**config.mk**
```make
export PLATFORM = sky130hd
export DESIGN_NAME = stopwatch_press_counter_display_unit
export DESIGN_NICKNAME = d
export VERILOG_FILES = /design/src/rtl/swpc_pkg.sv /design/src/rtl/stopwatch_press_counter_display_unit.sv /design/src/rtl/swpc_front.sv /design/src/rtl/swpc_fifo.sv /design/src/rtl/swpc_back.sv
export SDC_FILE = /design/constraint.sdc
export NUM_CORES = 1
export LEC_CHECK = 0
export BUFFER_PORTS_ARGS = -buffer_cell sky130_fd_sc_hd__buf_2
export CAP_MARGIN = 20
export CORE_MARGIN = 3
export CORE_UTILIZATION = 53
export DETAILED_ROUTE_END_ITERATION = 6
export GPL_TIMING_DRIVEN = 1
export PLACE_DENSITY_LB_ADDON = 0.15
export SLEW_MARGIN = 10
export SYNTH_ARGS = -nofsm -noshare
export SYNTH_HDL_FRONTEND = slang
export SYNTH_HIERARCHICAL = 1
export SYNTH_SLANG_ARGS = --single-unit
```
**constraint.sdc**
```tcl
create_clock -name aclk -period 4.1 [get_ports aclk]
set_input_delay 0.82 -clock aclk [delete_from_list [all_inputs] [get_ports aclk]]
set_output_delay 0.82 -clock aclk [all_outputs]
set_load 0.05 [all_outputs]
```
**src/rtl/swpc_pkg.sv**
```systemverilog
// ----------------------------------------------------------------------------
// swpc_pkg
// Shared types and constants for the stopwatch / press counter display unit.
// ----------------------------------------------------------------------------
package swpc_pkg;

    typedef enum logic [1:0] {
        CMD_TICK   = 2'd0,
        CMD_BUTTON = 2'd1,
        CMD_START  = 2'd2
    } cmd_t;

    typedef enum logic [1:0] {
        JOB_ELAPSED = 2'd0,
        JOB_PRESS   = 2'd1,
        JOB_SETUP   = 2'd2
    } job_kind_t;

    typedef struct packed {
        job_kind_t   kind;
        logic [15:0] digits;
    } job_t;

    typedef enum logic [1:0] {
        CFG_BRIGHTNESS = 2'd0,
        CFG_SCAN_LIMIT = 2'd1,
        CFG_DECODE     = 2'd2
    } cfg_idx_t;

    localparam logic [3:0] REG_DECODE    = 4'h9;
    localparam logic [3:0] REG_INTENSITY = 4'hA;
    localparam logic [3:0] REG_SCAN      = 4'hB;
    localparam logic [3:0] REG_SHUTDOWN  = 4'hC;
    localparam logic [7:0] SHUTDOWN_RUN  = 8'h01;

    localparam logic [3:0] ELAPSED_BASE  = 4'd1;
    localparam logic [3:0] PRESS_BASE    = 4'd5;
    localparam logic [3:0] DIGIT_LAST    = 4'd3;
    localparam logic [3:0] SETUP_FIRST_DIGIT = 4'd4;
    localparam logic [3:0] SETUP_LAST    = 4'd11;

    localparam logic [3:0] BRIGHT_RST    = 4'd2;
    localparam logic [2:0] SCAN_RST      = 3'd7;
    localparam logic [7:0] DECODE_RST    = 8'hFF;

    // decimal increment over four BCD digits, nibbles above 9 roll like 9
    function automatic logic [15:0] bcd_inc(input logic [15:0] v);
        logic [15:0] res;
        logic        carry;
        logic [3:0]  d;
        res   = '0;
        carry = 1'b1;
        for (int k = 0; k < 4; k++) begin
            d = v[4*k +: 4];
            if (carry) begin
                if (d >= 4'd9) begin
                    d = 4'd0;
                end else begin
                    d     = d + 4'd1;
                    carry = 1'b0;
                end
            end
            res[4*k +: 4] = d;
        end
        return res;
    endfunction

endpackage

```
**src/rtl/stopwatch_press_counter_display_unit.sv**
```systemverilog
// ----------------------------------------------------------------------------
// stopwatch_press_counter_display_unit
// Stopwatch and press counter producing display driver register writes.
// ----------------------------------------------------------------------------
// Path: an accepted input word is registered in the job queue; when the write
// sequencer is idle, its first write word goes from the queue head to the output register.
// Throughput: one input word per cycle while the two-entry job queue has room;
// writes leave one per cycle while the receiver is ready, a tick or press
// expands to 4 writes, a start to 12, jobs back to back; the sequencer sets the rate.
// Reset: synchronous on aresetn low; counts and pause cleared, debounce history
// all released, configuration back to its defaults, queue emptied.
module stopwatch_press_counter_display_unit import swpc_pkg::*; #(
    parameter int DEBOUNCE_LEN = 10
) (
    input  logic        aclk,
    input  logic        aresetn,
    input  logic        s_tvalid,
    output logic        s_tready,
    input  logic [7:0]  s_tdata,   // [0] button_level, [7:1] zero
    input  logic [1:0]  s_tuser,   // [1:0] command
    output logic        m_tvalid,
    input  logic        m_tready,
    output logic [15:0] m_tdata,   // [3:0] reg_address, [11:4] reg_data, [15:12] zero
    output logic        m_tlast,
    input  logic        cfg_valid,
    output logic        cfg_ready,
    input  logic [1:0]  cfg_index,
    input  logic [7:0]  cfg_data
);

    logic       q_push;
    logic       q_pop;
    logic       q_full;
    logic       q_empty;
    job_t       q_in_job;
    job_t       q_head;
    logic [3:0] w_addr;
    logic [7:0] w_data;

    assign s_tready  = !q_full;
    assign cfg_ready = 1'b1;

    swpc_front #(
        .DEBOUNCE_LEN(DEBOUNCE_LEN)
    ) u_front (
        .aclk      (aclk),
        .aresetn   (aresetn),
        .in_valid  (s_tvalid),
        .in_accept (s_tready),
        .in_cmd    (s_tuser),
        .in_level  (s_tdata[0]),
        .push      (q_push),
        .push_job  (q_in_job)
    );

    swpc_fifo u_fifo (
        .aclk     (aclk),
        .aresetn  (aresetn),
        .push     (q_push),
        .push_job (q_in_job),
        .pop      (q_pop),
        .head_job (q_head),
        .full     (q_full),
        .empty    (q_empty)
    );

    swpc_back u_back (
        .aclk      (aclk),
        .aresetn   (aresetn),
        .cfg_valid (cfg_valid),
        .cfg_index (cfg_index),
        .cfg_data  (cfg_data),
        .q_empty   (q_empty),
        .q_head    (q_head),
        .pop       (q_pop),
        .out_valid (m_tvalid),
        .out_ready (m_tready),
        .out_addr  (w_addr),
        .out_data  (w_data),
        .out_last  (m_tlast)
    );

    assign m_tdata = {4'd0, w_data, w_addr};

`ifndef SYNTHESIS
    a_no_overflow: assert property (@(posedge aclk) disable iff (!aresetn)
        !(q_push && q_full))
        else $error("job pushed into full queue");

    a_no_underflow: assert property (@(posedge aclk) disable iff (!aresetn)
        !(q_pop && q_empty))
        else $error("job popped from empty queue");

    a_reset_idle: assert property (@(posedge aclk)
        !aresetn |=> !m_tvalid)
        else $error("output valid right after reset");
`endif

endmodule

```
**src/rtl/swpc_front.sv**
```systemverilog
// ----------------------------------------------------------------------------
// swpc_front
// Accepts input words, updates counts, pause flag and debounce history,
// and queues a write job for every word that produces display writes.
// ----------------------------------------------------------------------------
module swpc_front import swpc_pkg::*; #(
    parameter int DEBOUNCE_LEN = 10
) (
    input  logic       aclk,
    input  logic       aresetn,
    input  logic       in_valid,
    input  logic       in_accept,
    input  logic [1:0] in_cmd,
    input  logic       in_level,
    output logic       push,
    output job_t       push_job
);

    logic [15:0]             elapsed_reg, elapsed_next;
    logic [15:0]             press_reg, press_next;
    logic                    paused_reg, paused_next;
    logic [DEBOUNCE_LEN-1:0] history_reg, history_next;
    logic [DEBOUNCE_LEN-1:0] history_shift;

    assign history_shift = {history_reg[DEBOUNCE_LEN-2:0], in_level};

    always_comb begin
        elapsed_next    = elapsed_reg;
        press_next      = press_reg;
        paused_next     = paused_reg;
        history_next    = history_reg;
        push            = 1'b0;
        push_job.kind   = JOB_SETUP;
        push_job.digits = '0;
        if (in_valid && in_accept) begin
            unique case (cmd_t'(in_cmd))
                CMD_TICK: begin
                    if (!paused_reg) begin
                        elapsed_next = bcd_inc(elapsed_reg);
                    end
                    push            = 1'b1;
                    push_job.kind   = JOB_ELAPSED;
                    push_job.digits = elapsed_next;
                end
                CMD_BUTTON: begin
                    history_next = history_shift;
                    if (history_shift == '0) begin
                        paused_next     = !paused_reg;
                        press_next      = bcd_inc(press_reg);
                        push            = 1'b1;
                        push_job.kind   = JOB_PRESS;
                        push_job.digits = press_next;
                    end
                end
                CMD_START: begin
                    push          = 1'b1;
                    push_job.kind = JOB_SETUP;
                end
                default: ;
            endcase
        end
    end

    always_ff @(posedge aclk) begin
        if (!aresetn) begin
            elapsed_reg <= '0;
            press_reg   <= '0;
            paused_reg  <= 1'b0;
            history_reg <= '1;
        end else begin
            elapsed_reg <= elapsed_next;
            press_reg   <= press_next;
            paused_reg  <= paused_next;
            history_reg <= history_next;
        end
    end

endmodule

```
**src/rtl/swpc_fifo.sv**
```systemverilog
// ----------------------------------------------------------------------------
// swpc_fifo
// Two-entry job queue between the front and the write sequencer.
// ----------------------------------------------------------------------------
module swpc_fifo import swpc_pkg::*; (
    input  logic aclk,
    input  logic aresetn,
    input  logic push,
    input  job_t push_job,
    input  logic pop,
    output job_t head_job,
    output logic full,
    output logic empty
);

    job_t       mem_reg [2];
    logic       wptr_reg, wptr_next;
    logic       rptr_reg, rptr_next;
    logic [1:0] count_reg, count_next;

    assign full     = (count_reg == 2'd2);
    assign empty    = (count_reg == 2'd0);
    assign head_job = mem_reg[rptr_reg];

    always_comb begin
        wptr_next  = wptr_reg;
        rptr_next  = rptr_reg;
        count_next = count_reg;
        if (push) begin
            wptr_next = !wptr_reg;
        end
        if (pop) begin
            rptr_next = !rptr_reg;
        end
        if (push && !pop) begin
            count_next = count_reg + 2'd1;
        end else if (pop && !push) begin
            count_next = count_reg - 2'd1;
        end
    end

    always_ff @(posedge aclk) begin
        if (push) begin
            mem_reg[wptr_reg] <= push_job;
        end
    end

    always_ff @(posedge aclk) begin
        if (!aresetn) begin
            wptr_reg  <= 1'b0;
            rptr_reg  <= 1'b0;
            count_reg <= '0;
        end else begin
            wptr_reg  <= wptr_next;
            rptr_reg  <= rptr_next;
            count_reg <= count_next;
        end
    end

endmodule

```
**src/rtl/swpc_back.sv**
```systemverilog
// ----------------------------------------------------------------------------
// swpc_back
// Write sequencer: holds the configuration registers, expands each queued
// job into display register writes and drives the output register.
// ----------------------------------------------------------------------------
module swpc_back import swpc_pkg::*; (
    input  logic        aclk,
    input  logic        aresetn,
    input  logic        cfg_valid,
    input  logic [1:0]  cfg_index,
    input  logic [7:0]  cfg_data,
    input  logic        q_empty,
    input  job_t        q_head,
    output logic        pop,
    output logic        out_valid,
    input  logic        out_ready,
    output logic [3:0]  out_addr,
    output logic [7:0]  out_data,
    output logic        out_last
);

    logic [3:0]  bright_reg;
    logic [2:0]  scan_reg;
    logic [7:0]  decode_reg;

    logic        active_reg, active_next;
    job_t        job_reg, job_next;
    logic [3:0]  idx_reg, idx_next;

    logic        ovalid_reg, ovalid_next;
    logic [3:0]  oaddr_reg, oaddr_next;
    logic [7:0]  odata_reg, odata_next;
    logic        olast_reg, olast_next;

    job_t        cur_job;
    logic [3:0]  cur_idx;
    logic        cur_valid;
    logic        out_load;
    logic        advance;
    logic [3:0]  w_addr;
    logic [7:0]  w_data;
    logic        w_last;

    always_ff @(posedge aclk) begin
        if (!aresetn) begin
            bright_reg <= BRIGHT_RST;
            scan_reg   <= SCAN_RST;
            decode_reg <= DECODE_RST;
        end else if (cfg_valid) begin
            case (cfg_index)
                CFG_BRIGHTNESS: bright_reg <= cfg_data[3:0];
                CFG_SCAN_LIMIT: scan_reg   <= cfg_data[2:0];
                CFG_DECODE:     decode_reg <= cfg_data;
                default: ;
            endcase
        end
    end

    assign cur_job   = active_reg ? job_reg : q_head;
    assign cur_idx   = active_reg ? idx_reg : 4'd0;
    assign cur_valid = active_reg || !q_empty;
    assign out_load  = !ovalid_reg || out_ready;
    assign advance   = cur_valid && out_load;
    assign pop       = !active_reg && !q_empty && out_load;

    always_comb begin
        w_addr = '0;
        w_data = '0;
        w_last = 1'b0;
        unique case (cur_job.kind)
            JOB_ELAPSED, JOB_PRESS: begin
                w_addr = ((cur_job.kind == JOB_PRESS) ? PRESS_BASE : ELAPSED_BASE) + cur_idx;
                w_data = {4'd0, cur_job.digits[{cur_idx[1:0], 2'b00} +: 4]};
                w_last = (cur_idx == DIGIT_LAST);
            end
            JOB_SETUP: begin
                unique case (cur_idx)
                    4'd0: begin
                        w_addr = REG_DECODE;
                        w_data = decode_reg;
                    end
                    4'd1: begin
                        w_addr = REG_INTENSITY;
                        w_data = {4'd0, bright_reg};
                    end
                    4'd2: begin
                        w_addr = REG_SCAN;
                        w_data = {5'd0, scan_reg};
                    end
                    4'd3: begin
                        w_addr = REG_SHUTDOWN;
                        w_data = SHUTDOWN_RUN;
                    end
                    default: begin
                        w_addr = cur_idx - SETUP_FIRST_DIGIT + 4'd1;
                        w_data = '0;
                    end
                endcase
                w_last = (cur_idx == SETUP_LAST);
            end
            default: ;
        endcase
    end

    always_comb begin
        active_next = active_reg;
        job_next    = job_reg;
        idx_next    = idx_reg;
        ovalid_next = ovalid_reg;
        oaddr_next  = oaddr_reg;
        odata_next  = odata_reg;
        olast_next  = olast_reg;
        if (out_load) begin
            ovalid_next = advance;
            oaddr_next  = w_addr;
            odata_next  = w_data;
            olast_next  = w_last;
        end
        if (advance) begin
            if (w_last) begin
                active_next = 1'b0;
            end else begin
                active_next = 1'b1;
                job_next    = cur_job;
                idx_next    = cur_idx + 4'd1;
            end
        end
    end

    always_ff @(posedge aclk) begin
        job_reg   <= job_next;
        idx_reg   <= idx_next;
        oaddr_reg <= oaddr_next;
        odata_reg <= odata_next;
        olast_reg <= olast_next;
    end

    always_ff @(posedge aclk) begin
        if (!aresetn) begin
            active_reg <= 1'b0;
            ovalid_reg <= 1'b0;
        end else begin
            active_reg <= active_next;
            ovalid_reg <= ovalid_next;
        end
    end

    assign out_valid = ovalid_reg;
    assign out_addr  = oaddr_reg;
    assign out_data  = odata_reg;
    assign out_last  = olast_reg;

endmodule

```
# After elaboration in Yosys (flattened, before gate mapping)
# Memories as Yosys holds them, arrays and structs flattened. A register that Yosys moved wholly into a read port is not among the register bits.
# Cells that the tools add are included.
dict set report classes {
  add_sub_neg 14
  multipliers 0
  div 0
  n_lt_le_gt_ge 8
  n_eq_ne 11
  shifts 1
  n_mux 65
  bitwise_logic 1
  reduce_logical 33
}
# op count
set ops {}
lappend ops {{$mux W4} 15}
lappend ops {{$mux W18} 3}
lappend ops {{$add A4 B1 Y4 const B} 10}
lappend ops {{$mux W1} 35}
lappend ops {{$ge A4 B4 Y1 const B} 8}
lappend ops {{$pmux W16 S2} 1}
lappend ops {{$pmux W8 S4} 1}
lappend ops {{$mux W16} 1}
lappend ops {{$pmux W4 S4} 1}
lappend ops {{$pmux W8 S2} 1}
lappend ops {{$shiftx A16 B5 Y4} 1}
lappend ops {{$reduce_and A2 Y1} 6}
lappend ops {{$logic_not A10 Y1} 1}
lappend ops {{$logic_not A1 Y1} 9}
lappend ops {{$eq A2 B2 Y1 const B} 4}
lappend ops {{$eq A4 B2 Y1 const B} 2}
lappend ops {{$logic_not A2 Y1} 4}
lappend ops {{$pmux W4 S2} 1}
lappend ops {{$eq A2 B1 Y1 const B} 3}
lappend ops {{$logic_and A1 B1 Y1} 6}
lappend ops {{$add A4 B4 Y4} 1}
lappend ops {{$eq A4 B1 Y1 const B} 1}
lappend ops {{$eq A4 B4 Y1 const B} 1}
lappend ops {{$logic_not A4 Y1} 1}
lappend ops {{other kinds (12)} 16}
dict set report totals {
  regBits 98
  latch_bits 0
  ram_bits 36
  rom_bits 0
  output_inout_bits 20
  mem_count 1
}
# memory words word_bits rd rd_clocked_by_memory_dff write_ports line
set memory_table {}
lappend memory_table {u_fifo.mem_reg 2 18 1 1 1 swpc_fifo.sv:16} ;# job_t mem_reg [2];

# Depth between registers and ports, before layout
dict set report logic_depth {
  word_depth 17
  ltp_mapped 10
}

# Modules after synthesis
# Netlist, hierarchy kept.
# module instances cells_per_inst area_each_um2 seq_area_each_um2
set modules_own_cells {}
lappend modules_own_cells {swpc_front 1 367 2822.7 840.8}
lappend modules_own_cells {swpc_back 1 210 2504.9 1391.3}
lappend modules_own_cells {swpc_fifo 1 78 1515.2 1181.1}
lappend modules_own_cells {stopwatch_press_counter_display_unit 1 8 48.8 0.0}

# Least setup slack after synthesis
# OpenSTA, ideal clock, no wires.
dict set report synth_path {
  path_type {register to register}
  startpoint {register u_fifo.count_reg[0]}
  endpoint {memory u_fifo/mem_reg[0][0] in the netlist's numbering (enable)}
  t_arrival_ps 2728
  setup_slack_ps 976
  path_stages_with_launch 8
  path_buffers 1
  synth_period_minus_slack_ps 3124
  path_cell_list {dfxtp_1 -> and2b_2 -> inv_1 -> nand2_1 -> or2_2 -> clkbuf_1 -> o22ai_1 -> nor2b_1}
}
dict set report synth_via {
  elab_chain_len 6
}
# item line
set synth_rtl {}
lappend synth_rtl {{start, declared} swpc_fifo.sv:19} ;# logic [1:0] count_reg, count_next;
lappend synth_rtl {{start signal, assigned} swpc_fifo.sv:56} ;# count_reg <= count_next;
lappend synth_rtl {{$eq A2 B2 Y1} swpc_fifo.sv:21} ;# assign full = (count_reg == 2'd2);
lappend synth_rtl {{via q_full} stopwatch_press_counter_display_unit.sv:33} ;# logic q_full;
lappend synth_rtl {{$logic_not A1 Y1} stopwatch_press_counter_display_unit.sv:40} ;# assign s_tready = !q_full;
lappend synth_rtl {{via s_tready} stopwatch_press_counter_display_unit.sv:18} ;# output logic s_tready,
lappend synth_rtl {{$logic_and A1 B1 Y1} swpc_front.sv:35} ;# if (in_valid && in_accept) begin
lappend synth_rtl {{$mux W1} swpc_front.sv:35}
lappend synth_rtl {{via q_push} stopwatch_press_counter_display_unit.sv:31} ;# logic q_push;
lappend synth_rtl {{$mux W1} swpc_fifo.sv:43} ;# if (push) begin
lappend synth_rtl {{$mux W1 (implied by the code)} swpc_fifo.sv:44} ;# mem_reg[wptr_reg] <= push_job;
lappend synth_rtl {{end, declared} swpc_fifo.sv:16}
# The timed path passes the listed nets, and every way through them passes these cells.

# Worst setup path in the final report
dict set report layout_path {
  startpoint {register u_fifo.count_reg[0]}
  endpoint {memory u_fifo/mem_reg[1][9] in the netlist's numbering (enable)}
}
dict set report layout_via {
  elab_chain_len 6
}
# item line
set layout_rtl {}
lappend layout_rtl {{$eq A2 B2 Y1} swpc_fifo.sv:21}
lappend layout_rtl {{via q_full} stopwatch_press_counter_display_unit.sv:33}
lappend layout_rtl {{$logic_not A1 Y1} stopwatch_press_counter_display_unit.sv:40}
lappend layout_rtl {{$logic_and A1 B1 Y1} swpc_front.sv:35}
lappend layout_rtl {{$mux W1} swpc_front.sv:35}
lappend layout_rtl {{via q_push} stopwatch_press_counter_display_unit.sv:31}
lappend layout_rtl {{$mux W1} swpc_fifo.sv:43}
lappend layout_rtl {{$mux W1 (implied by the code)} swpc_fifo.sv:44}
# The timed path passes the listed nets, and every way through them passes these cells.

==> impl_results.md <==
* Status: completed
* Slew Limit Fails at 0
* Die width at 120 um
* CTS Hold Buffers Added at 0
* Worst Hold Class: reg2reg
* Clk buf depth at 2
* Most frequent cells in the layout: edfxtp_1 (71), nand2_1 (66), dfxtp_1 (64)
* GR Util met3 at ~5%
* Leading cell type in the layout, fill and taps excluded: edfxtp_1
* Via density at 5.71
* Post-CTS Resized at 0
* Clock skew at 13.9 ps
* Share of Yosys cell area claimed by the top area cell type at 30.9%
* Postcts setup bufs at 0
* Nets@finish at 742
* Post-synth EDFFs at between 70 and 80
* I/O pin count at 45
* Die area at 14400 um^2
* GR peak layer: met2
* Max frequency at 379 MHz
* Netlist cell types at 77
* Vias in the first global route at 4836
* Vias at 5002
* Crit-path cells: and2b_2, inv_1, nand2_1, or2_2, o22ai_1, and2_1
* Initial Util at 54.4%
* TritonCTS Buffers at 17
* Synth Area per Inst at 10.4 um^2
* CP max stage cell: and2_1
* CP Launch Type: flop
* Met1 Usage GRT at 25.4%
* Yosys Warn Count at 6
* Power per cell area at approximately 600 nW/um^2
* Ys flop type: edfxtp_1
* IO buf count at 32
* Wirelength per Cell at 16.1 um
* Worst hold start: u_back/decode_reg[7]
* Final min period at 2640 ps
* Share of layout cells above drive strength 1 at 17.6%
* DRC at 0
* Post-Synthesis Cells at 663
* Final setup viols at 0
* Grt total ovfl at 0
* Worst Tran Pin Value at 886 ps
* Cell area after synthesis at 6890 um^2
* Layout area overhead at 12.1%
* Largest net degree at the start of global routing at 43
* Part of the cycle the worst path needs at 64.4%
* Worst Path Required at 4140 ps
* Highest net fanout along the worst path at 18
* RSZ-0062 raised after global routing: no
* Clk Latency, worst-skew pair at 420 ps
* Iteration-0 DRC Markers at 323
* Final wirelength at between 10000 and 15000 um
* Worst Setup SP: u_fifo/count_reg[0]
* Post-Place Cell Area at between 7000 and 8000 um^2
* Met2 GRT Util at 33.9%
* Ant diodes at 0
* Max-cap viol count at 0
* Max FFs per register at 36
* Final hold viol count at 0
* Power, Total at 4660 uW
* Static Leakage at ~0.0029 uW
* FILL cells at 1052
* FF-to-FF Start: u_fifo/count_reg[0]
* Detailed-router iteration count before antenna repair at 5
* Synth area leader: edfxtp_1
* Register area share after synthesis at 49.5%
* Placer Congestion at 0.879
* Sum Neg Setup Slack at 0 ps
* Core Box Area at about 13000 um^2
* Ys async rst share at 0%
* WP data arrival at roughly 2700 ps
* Buf/Inv on CP at 1
* Clk slew on worst S/H paths at around 60 ps
* Initial antenna violation count at 0
* Std cell rows at 41
* Final HPWL DP at 9560 um
* Synth top area cells: edfxtp_1 (31%), dfxtp_1 (19%), mux2_2 (5.9%), ha_1 (4.7%), nand2_1 (3.6%)
* First-pass GRT wire length at 23500 um
* CP Class: reg2reg
* Slew headroom at 40.9%
* Crit-path max cell delay at approximately 700 ps
* Peak supply drop at 0.000303 V
* Routed Antenna Nets at 0
* Htree depth at 4
* Root Driver: clkbuf_16
* Sink Count at 135
* Register bit total from synthesis at roughly 140
* Worst setup EP type: flop
* Cell family with most CP delay: simple AND/OR/NAND/NOR gates
* CTS tree: yes
* Die height at 120 um
* Post-route cell area at 7730 um^2
* Gr usage total at between 20% and 30%
power breakdown:
group | switching [uW] | total [uW] | internal [uW]
logic | 736 | 1210 | 474
registers | 211 | 1970 | 1760
clock network | 547 | 1480 | 931
logic make-up (layout without fill, tap and decap cells):
kind of cell,count (synthesis),count (layout),synth area share [%]
xor+xnor,12,12,1.53
buf+inv,63,101,4.47
flops,135,135,49.5
compound gates,131,131,12.3
mux,55,55,8.82
simple gates,239,239,18.5
fa+ha+maj,26,26,4.72
other cells,2,5,0.109
layout make-up:
| type | count | area (um^2) | share of cell area, % |
|---|---|---|---|
| Sequential cell | 135 | 3410 | 44.2 |
| Clock buffer | 27 | 558 | 7.22 |
| Timing Repair Buffer | 39 | 213 | 2.75 |
| Tap cell | 172 | 215 | 2.78 |
| Multi-Input combinational cell | 468 | 3190 | 41.2 |
| Clock inverter | 5 | 30.0 | 0.389 |
| Inverter | 30 | 113 | 1.46 |
stage by stage:
step | setup WS (ps) | hold WS (ps) | instances | utilization, %
after floorplan | 976 | 430 | 666 | -
after detailed placement | 1260 | 451 | 844 | 56.4
after global placement | 1260 | 446 | 844 | 56.4
final | 1460 | 460 | 876 | 61.0
after global routing | 1220 | 488 | 876 | 61.0
after CTS | 1430 | 464 | 876 | 61.0
cells in the mapped netlist (all sizes together), types with 6 or more instances:
| master | number |
|---|---|
| inv | 30 |
| nor2 | 48 |
| o21ai | 33 |
| nand2 | 68 |
| buf | 23 |
| nand3 | 34 |
| nor2b | 12 |
| o22ai | 9 |
| edfxtp | 71 |
| mux2i | 18 |
| nor3 | 9 |
| and2 | 14 |
| or3b | 6 |
| nand4 | 10 |
| ha | 26 |
| clkbuf | 10 |
| mux2 | 36 |
| a21oi | 36 |
| dfxtp | 64 |
| xnor2 | 7 |
worst min-delay path, delay by kind of cell (launching register included):
family           cells  cell delay (ps)
DFF                  1              320
and+or+nand+nor      2              120
path summary, 6_finish.rpt:
| kind | end | slack (ps) | cells after the start |
|---|---|---|---|
| max | u_fifo/mem_reg[1][9] | 1460 | 6 |
| min | u_back/decode_reg[7] | 460 | 2 |
| max reg2reg | u_fifo/mem_reg[1][9] | 1460 | 6 |
| min reg2reg | u_back/decode_reg[7] | 460 | 2 |
routing by layer:
layer  share of wire, %  routed length [um]  vias to the layer above
li1                   -                   -                     2467
met2                 49                6950                      122
met5                  0                   0                        -
met4                2.2                 313                        0
met1                 45                6330                     2384
met3                3.8                 531                       29
(Power assumes the default switching activity.)
